<file path="src/sv/zctt_pkg.sv">
// ----------------------------------------------------------------------------
// zctt_pkg
// Widths, types and state codes shared by the zero-crossing tap timer.
// ----------------------------------------------------------------------------
package zctt_pkg;

    localparam int INDEX_BITS  = 20;
    localparam int FRAC_BITS   = 16;
    localparam int SAMPLE_BITS = 16;
    localparam int SKIP_BITS   = 16;
    localparam int OUT_BITS    = 36;
    localparam int TIME_BITS   = INDEX_BITS + FRAC_BITS;
    localparam int MAG_BITS    = SAMPLE_BITS + 1;
    localparam int CMP_BITS    = (INDEX_BITS > SKIP_BITS) ? INDEX_BITS : SKIP_BITS;
    localparam int CNT_BITS    = $clog2(FRAC_BITS);

    localparam logic [SKIP_BITS-1:0] SKIP_RESET = SKIP_BITS'(2000);

    typedef enum logic [2:0] {
        S_IDLE = 3'b001,
        S_DIV  = 3'b010,
        S_DONE = 3'b100
    } t_state;

    typedef struct packed {
        logic accept;
        logic div_step;
        logic load_out;
    } t_cmd;

    typedef struct packed {
        logic kept;
        logic out_free;
    } t_status;

endpackage

</file>
<file path="src/sv/zero_crossing_tap_times.sv">
// ----------------------------------------------------------------------------
// zero_crossing_tap_times
// Interpolated zero-crossing tap timer: keeps every other sign change after
// the transient skip and reports its time and the interval to the last tap.
//
// Channel   Direction  Handshake            Payload
// sample    in         i_valid / o_ready    i_sample, i_end_of_trace
// tap       out        o_valid / i_ready    o_tap_time, o_interval, o_interval_valid
// config    in         i_cfg_we             i_cfg_wdata (transient skip)
//
// A sample that yields no tap leaves the sample channel ready.
// A sample that yields a tap holds the sample channel off while the
// one-bit-per-cycle restoring divider forms the fraction.
// The result register lets a new sample enter while a tap waits to be taken;
// a tap that finds the register still full waits until it is taken.
// Reset is synchronous and active low; the skip register returns to 2000.
// ----------------------------------------------------------------------------
module zero_crossing_tap_times (
    input  logic                                    i_clk,
    input  logic                                    i_rst_n,
    input  logic                                    i_valid,
    output logic                                    o_ready,
    input  logic signed [zctt_pkg::SAMPLE_BITS-1:0] i_sample,
    input  logic                                    i_end_of_trace,
    output logic                                    o_valid,
    input  logic                                    i_ready,
    output logic [zctt_pkg::OUT_BITS-1:0]           o_tap_time,
    output logic [zctt_pkg::OUT_BITS-1:0]           o_interval,
    output logic                                    o_interval_valid,
    input  logic                                    i_cfg_we,
    input  logic [zctt_pkg::SKIP_BITS-1:0]          i_cfg_wdata
);

    zctt_pkg::t_cmd    w_cmd;
    zctt_pkg::t_status w_status;

    zctt_ctrl u_ctrl (
        .i_clk    (i_clk),
        .i_rst_n  (i_rst_n),
        .i_valid  (i_valid),
        .o_ready  (o_ready),
        .i_status (w_status),
        .o_cmd    (w_cmd)
    );

    zctt_dp u_dp (
        .i_clk            (i_clk),
        .i_rst_n          (i_rst_n),
        .i_cmd            (w_cmd),
        .o_status         (w_status),
        .i_cfg_we         (i_cfg_we),
        .i_cfg_wdata      (i_cfg_wdata),
        .i_sample         (i_sample),
        .i_end_of_trace   (i_end_of_trace),
        .i_ready          (i_ready),
        .o_valid          (o_valid),
        .o_tap_time       (o_tap_time),
        .o_interval       (o_interval),
        .o_interval_valid (o_interval_valid)
    );

endmodule

</file>
<file path="src/sv/zctt_ctrl.sv">
// ----------------------------------------------------------------------------
// zctt_ctrl
// Sequencer: accepts samples, runs the fraction divider for kept crossings
// and hands the finished tap to the output register.
// ----------------------------------------------------------------------------
module zctt_ctrl (
    input  logic              i_clk,
    input  logic              i_rst_n,
    input  logic              i_valid,
    output logic              o_ready,
    input  zctt_pkg::t_status i_status,
    output zctt_pkg::t_cmd    o_cmd
);

    zctt_pkg::t_state              r_state;
    zctt_pkg::t_state              n_state;
    logic [zctt_pkg::CNT_BITS-1:0] r_cnt;
    logic [zctt_pkg::CNT_BITS-1:0] n_cnt;
    logic                          w_accept;

    assign o_ready  = (r_state == zctt_pkg::S_IDLE);
    assign w_accept = i_valid && o_ready;

    assign o_cmd.accept   = w_accept;
    assign o_cmd.div_step = (r_state == zctt_pkg::S_DIV);
    assign o_cmd.load_out = (r_state == zctt_pkg::S_DONE) && i_status.out_free;

    always_comb begin
        n_state = r_state;
        n_cnt   = r_cnt;
        case (r_state)
            zctt_pkg::S_IDLE: begin
                if (w_accept && i_status.kept) begin
                    n_state = zctt_pkg::S_DIV;
                    n_cnt   = '0;
                end
            end
            zctt_pkg::S_DIV: begin
                n_cnt = r_cnt + 1'b1;
                if (r_cnt == zctt_pkg::CNT_BITS'(zctt_pkg::FRAC_BITS - 1)) begin
                    n_state = zctt_pkg::S_DONE;
                end
            end
            zctt_pkg::S_DONE: begin
                if (i_status.out_free) begin
                    n_state = zctt_pkg::S_IDLE;
                end
            end
            default: begin
                n_state = zctt_pkg::S_IDLE;
            end
        endcase
    end

    always_ff @(posedge i_clk) begin
        if (!i_rst_n) begin
            r_state <= zctt_pkg::S_IDLE;
            r_cnt   <= '0;
        end else begin
            r_state <= n_state;
            r_cnt   <= n_cnt;
        end
    end

endmodule

</file>
<file path="src/sv/zctt_dp.sv">
// ----------------------------------------------------------------------------
// zctt_dp
// Datapath: trace state, crossing detection, restoring fraction divider,
// tap time and interval arithmetic, and the output register.
// ----------------------------------------------------------------------------
module zctt_dp (
    input  logic                                 i_clk,
    input  logic                                 i_rst_n,
    input  zctt_pkg::t_cmd                       i_cmd,
    output zctt_pkg::t_status                    o_status,
    input  logic                                 i_cfg_we,
    input  logic [zctt_pkg::SKIP_BITS-1:0]       i_cfg_wdata,
    input  logic signed [zctt_pkg::SAMPLE_BITS-1:0] i_sample,
    input  logic                                 i_end_of_trace,
    input  logic                                 i_ready,
    output logic                                 o_valid,
    output logic [zctt_pkg::OUT_BITS-1:0]        o_tap_time,
    output logic [zctt_pkg::OUT_BITS-1:0]        o_interval,
    output logic                                 o_interval_valid
);

    logic [zctt_pkg::SKIP_BITS-1:0]          r_skip;
    logic signed [zctt_pkg::SAMPLE_BITS-1:0] r_prev;
    logic [zctt_pkg::INDEX_BITS-1:0]         r_idx;
    logic [zctt_pkg::INDEX_BITS-1:0]         n_idx;
    logic                                    r_parity;
    logic [zctt_pkg::OUT_BITS-1:0]           r_last;
    logic                                    r_have;
    logic                                    r_out_valid;

    logic [zctt_pkg::INDEX_BITS-1:0]         r_job_k;
    logic                                    r_job_eot;
    logic [zctt_pkg::MAG_BITS-1:0]           r_rem;
    logic [zctt_pkg::MAG_BITS-1:0]           r_den;
    logic [zctt_pkg::FRAC_BITS-1:0]          r_quo;
    logic [zctt_pkg::OUT_BITS-1:0]           r_tap;
    logic [zctt_pkg::OUT_BITS-1:0]           r_int;
    logic                                    r_iv;

    logic [zctt_pkg::INDEX_BITS-1:0]         w_idx_m1;
    logic                                    w_counting;
    logic                                    w_cross;
    logic                                    w_kept;
    logic [zctt_pkg::MAG_BITS-1:0]           w_prev_x;
    logic [zctt_pkg::MAG_BITS-1:0]           w_cur_x;
    logic [zctt_pkg::MAG_BITS-1:0]           w_mag_p;
    logic [zctt_pkg::MAG_BITS-1:0]           w_mag_s;
    logic [zctt_pkg::MAG_BITS:0]             w_shift;
    logic [zctt_pkg::MAG_BITS:0]             w_den_x;
    logic                                    w_ge;
    logic [zctt_pkg::MAG_BITS-1:0]           w_rem_nx;
    logic [zctt_pkg::TIME_BITS-1:0]          w_time;
    logic [zctt_pkg::OUT_BITS-1:0]           w_time_o;

    assign w_idx_m1   = r_idx - 1'b1;
    assign w_counting = (r_idx != '0) &&
                        (zctt_pkg::CMP_BITS'(w_idx_m1) >= zctt_pkg::CMP_BITS'(r_skip));
    assign w_cross    = ((r_prev < 0) && (i_sample > 0)) || ((r_prev > 0) && (i_sample < 0));
    assign w_kept     = w_counting && w_cross && !r_parity;

    assign o_status.kept     = w_kept;
    assign o_status.out_free = !r_out_valid || i_ready;

    assign w_prev_x = {r_prev[zctt_pkg::SAMPLE_BITS-1], r_prev};
    assign w_cur_x  = {i_sample[zctt_pkg::SAMPLE_BITS-1], i_sample};
    assign w_mag_p  = r_prev[zctt_pkg::SAMPLE_BITS-1] ? (~w_prev_x + 1'b1) : w_prev_x;
    assign w_mag_s  = i_sample[zctt_pkg::SAMPLE_BITS-1] ? (~w_cur_x + 1'b1) : w_cur_x;

    assign w_shift  = {r_rem, 1'b0};
    assign w_den_x  = {1'b0, r_den};
    assign w_ge     = (w_shift >= w_den_x);
    assign w_rem_nx = w_ge ? zctt_pkg::MAG_BITS'(w_shift - w_den_x)
                           : zctt_pkg::MAG_BITS'(w_shift);

    assign w_time   = {r_job_k, r_quo};
    assign w_time_o = zctt_pkg::OUT_BITS'(w_time);

    always_comb begin
        n_idx = r_idx;
        if (r_idx != '1) begin
            n_idx = r_idx + 1'b1;
        end
    end

    always_ff @(posedge i_clk) begin
        if (!i_rst_n) begin
            r_skip      <= zctt_pkg::SKIP_RESET;
            r_prev      <= '0;
            r_idx       <= '0;
            r_parity    <= 1'b0;
            r_last      <= '0;
            r_have      <= 1'b0;
            r_out_valid <= 1'b0;
        end else begin
            if (i_cfg_we) begin
                r_skip <= i_cfg_wdata;
            end
            if (i_cmd.accept) begin
                r_prev <= i_sample;
                r_idx  <= n_idx;
                if (w_counting && w_cross) begin
                    r_parity <= ~r_parity;
                end
                if (i_end_of_trace) begin
                    r_prev   <= '0;
                    r_idx    <= '0;
                    r_parity <= 1'b0;
                    if (!w_kept) begin
                        r_last <= '0;
                        r_have <= 1'b0;
                    end
                end
            end
            if (i_cmd.load_out) begin
                r_out_valid <= 1'b1;
                if (r_job_eot) begin
                    r_last <= '0;
                    r_have <= 1'b0;
                end else begin
                    r_last <= w_time_o;
                    r_have <= 1'b1;
                end
            end else if (i_ready) begin
                r_out_valid <= 1'b0;
            end
        end
    end

    always_ff @(posedge i_clk) begin
        if (i_cmd.accept && w_kept) begin
            r_job_k   <= w_idx_m1;
            r_job_eot <= i_end_of_trace;
            r_rem     <= w_mag_p;
            r_den     <= w_mag_p + w_mag_s;
        end
        if (i_cmd.div_step) begin
            r_rem <= w_rem_nx;
            r_quo <= {r_quo[zctt_pkg::FRAC_BITS-2:0], w_ge};
        end
        if (i_cmd.load_out) begin
            r_tap <= w_time_o;
            r_int <= r_have ? (w_time_o - r_last) : '0;
            r_iv  <= r_have;
        end
    end

    assign o_valid          = r_out_valid;
    assign o_tap_time       = r_tap;
    assign o_interval       = r_int;
    assign o_interval_valid = r_iv;

endmodule

</file>
<file path="config.mk">
export PLATFORM = sky130hd
export DESIGN_NAME = zero_crossing_tap_times
export DESIGN_NICKNAME = d
export VERILOG_FILES = /design/src/sv/zctt_pkg.sv /design/src/sv/zero_crossing_tap_times.sv /design/src/sv/zctt_ctrl.sv /design/src/sv/zctt_dp.sv
export SDC_FILE = /design/constraint.sdc
export NUM_CORES = 1
export LEC_CHECK = 0
export BUFFER_PORTS_ARGS = -buffer_cell sky130_fd_sc_hd__buf_2
export CAP_MARGIN = 40
export CORE_MARGIN = 4
export CORE_UTILIZATION = 60
export CTS_CLUSTER_DIAMETER = 40
export DETAILED_ROUTE_END_ITERATION = 6
export PLACE_DENSITY = 0.8
export SYNTH_ARGS = -nofsm -noshare
export SYNTH_HDL_FRONTEND = slang
export SYNTH_SLANG_ARGS = --single-unit
</file>
<file path="constraint.sdc">
create_clock -name i_clk -period 9.7 [get_ports i_clk]
set_clock_uncertainty 0.05 [all_clocks]
set_input_delay 0 -clock i_clk [delete_from_list [all_inputs] [get_ports i_clk]]
set_output_delay 0 -clock i_clk [all_outputs]
set_load 0.01 [all_outputs]
</file>
==> run_results.csv <==
group,metric,value,unit
clocking,ctsResizeCount,0,
power_and_ir_drop,internal_power,1.89,mW
worst_setup_path,arrival,5.04,ns
hold_path,hold_depth,4,
worst_setup_path,worstSetupPathType,"register to register",
worst_setup_path,setup.worst_path.end_class,"register",
power_and_ir_drop,ir_drop,0.136,mV
floorplanning,die_y,156,µm
worst_setup_path,crit_start,"u_dp.r_idx[4]",
routing,num_vias,10100,
hold_path,hold_path_class,"input pin to register",
timing,period_minus_slack,4.66,ns
power_and_ir_drop,pwr_density_cell,160,nW/µm²
synth,synth_cells,1303,
global_route,track_usage,24.1,%
timing,setup_viol_count_final,0,
placement,hpwlAfterDp,19900,µm
flow_run,cap_violations,0,
power_and_ir_drop,p_sw,592,µW
worst_setup_path,critical_path.startpoint_type,"register",
timing,fin_crit_sh,48.0,%
routing,viasPerCell,5.71,
timing,fmax,215,MHz
power_and_ir_drop,pwr-share-clk,45.4,%
layout,drive_above_1_share,13.0,%
timing,grt_setup_unrepaired,"no",
placement,dp_cells,1658,
placement,placed_cell_area,13900,µm²
layout,fin_area,15500,µm²
placement,portBuffers,112,
timing,max_slew.worst_pin.slew,0.887,ns
floorplanning,core_area,21200,µm²
power_and_ir_drop,design_power_total,2.49,mW
floorplanning,die_w,156,µm
global_route,grt_max_degree,74,
power_and_ir_drop,seqPwrFrac,44.8,%
clocking,clk_latency,0.55,ns
worst_setup_path,required,10.08,ns
synth,synth_cell_types,74,
layout,instances_no_fill,1774,
worst_setup_path,critPathMaxFanout,41,
synth,yosysWarnings,0,
synth,synth_flop_cell,"edfxtp_1",
routing,drc,0,
floorplanning,ios,113,
layout,syn2layout_area_growth,18.7,%
power_and_ir_drop,p_sw_share,23.8,%
timing,fin_hold_ws,0.126,ns
synth,syn-cell-area,13100,µm²
synth,async_flop_share,0,%
floorplanning,dieArea,24200,µm²
synth,syn-num-nets,1434,
routing,ant_nets,0,
timing,hold_viol_final,0,
clocking,cts_max_path_buffers,3,
hold_path,worstHoldStart,"i_valid",
timing,slew_headroom,40.9,%
clocking,clkTransAtPathRegs,0.06,ns
routing,drt_iter0_drc,645,
synth,synth_edf_count,144,
routing,wl,29500,µm
synth,synth-seq-area-share,48.0,%
timing,maxSlewViolCount,0,
global_route,antenna_found_initial,1,
outcome,status,"complete, no violations",
global_route,grt_overflow,0,
layout,finalNetCount,1605,
worst_setup_path,reg2reg_from,"u_dp.r_idx[4]",
global_route,grt_pass1_wl,48300,µm
routing,avgRoutedWirePerCell,16.6,µm
layout,final_common_cell,"edfxtp_1",
clocking,post-cts-setup-buffers,0,
clocking,cts-root-buf,"clkbuf_16",
floorplanning,start_util,61.7,%
power_and_ir_drop,p_leak,6.19,nW
power_and_ir_drop,combPwrFrac,9.8,%
layout,final_cell_mix,"144 x edfxtp_1, 129 x nor2_1, 119 x nand2_1, 112 x buf_2, 98 x dfxtp_1",
clocking,h-tree-depth,1,
worst_setup_path,ff2ff_path_depth,15,
clocking,cts_made_buffers,30,
global_route,grt_pass1_vias,9914,
timing,fin_tns_setup,0,ns
synth,syn_avg_cell_area,10.0,µm²
floorplanning,row_count,53,
placement,place_congestion,0.872,
routing,first_pass_iters,6,
clocking,cts_sinks,242,
synth,ys_seq_elements,242,
clocking,cts_tree,"built",
## layer usage
metal / vias to the layer above / part of all wire, % / global-route usage, %
met4: 0 / 4.2 / 9.21
met5: - / 0 / 0
met1: 4704 / 44 / 32.7
met2: 329 / 46 / 39.4
met3: 84 / 5.9 / 3.50
li1: 5017 / - / -
## cell families after synthesis
logic type      Yosys count  share of synthesized area (%)
simple gates            395                           14.3
compound gates          305                           15.4
flops                   242                           48.0
buf+inv                 142                           4.50
xor+xnor                111                           7.49
fa+ha+maj                93                           9.06
mux                      15                           1.15
## power by group through the flow
stage,Clock (mW),Combinational [mW],Sequential [mW]
after floorplan,0,0.166,1.13
after global placement,0,0.204,1.13
after detailed placement,0,0.214,1.14
after CTS,1.13,0.237,1.11
after global routing,1.19,0.272,1.12
final,1.13,0.245,1.11
## final timing paths
kind	slack [ns]	endpoint
worst min register to register	0.43	u_dp.r_prev[11]
worst min-delay path	0.13	u_dp.r_prev[11]
worst max register to register	5.04	u_ctrl.r_state[0]
worst max-delay path	5.04	u_ctrl.r_state[0]
## timing repair
item | 4_1_cts | 5_1_grt
hold buffers | 58 | 0
endpoints found under the setup margin | 0 | 0
endpoints found under the hold margin | 40 | 0
## sequential cells by signal (all words and copies together), names as in the netlist, 17 cells and up
signal / count
u_dp.o_interval: 36
u_dp.r_rem: 17
u_dp.r_idx: 20
u_dp.r_last: 36
u_dp.r_job_k: 20
u_dp.r_den: 17
u_dp.o_tap_time: 36
## cells in the mapped netlist, drive strengths merged, types with 9 or more instances
library cell	instances	area (µm²)
o21a	12	90.1
clkbuf	29	109
nand2	119	447
a22o	36	315
inv	99	372
a21o	27	203
nor2	130	490
edfxtp	144	4320
nand2b	14	87.6
xor2	41	367
xnor2	70	613
dfxtp	98	1960
or3	18	113
o31ai	14	105
a211oi	11	87.6
nand4	13	81.3
nor2b	9	56.3
or2	11	68.8
o211ai	12	90.1
nand3	18	90.1
and2	9	56.3
buf	12	101
ha	90	1130
o21ai	48	240
nor3	24	125
a21oi	92	460
mux2i	15	150
a31oi	12	75.1
## per-stage QoR
step	setup WS [ns]	utilization (%)
floorplan	4.13	-
global placement	5.40	65.3
detailed placement	5.29	65.5
CTS	4.82	73.1
global route	4.71	73.2
finish	5.04	73.2
## worst max-delay path, cell delays in order, from the launching register on
cell and delay (ns):
dfxtp_1 0.40, nor4_2 0.39, nand3_1 0.23, or3_1 0.43, xnor2_1 0.35, ha_1 0.25, a21o_1 0.13, a21o_1 0.12
a211o_1 0.16, nor4_4 0.06, a2111oi_4 0.35, buf_4 0.50, or2_1 0.26, buf_8 0.21, o21ai_1 0.09, dlygate4sd3_1 0.57
## final cells by class
cell class              instances  area, µm²
clock buffers                  41        853
flip-flops and latches        242       6290
well taps                     275        344
repair buffers                180       1250
inverters                     101        379
multi-input cells             919       6240
fillers                      1458       5680
clock inverters                15        185
diodes                          1       2.50
No activity file was read; power rests on OpenSTA's default activity.
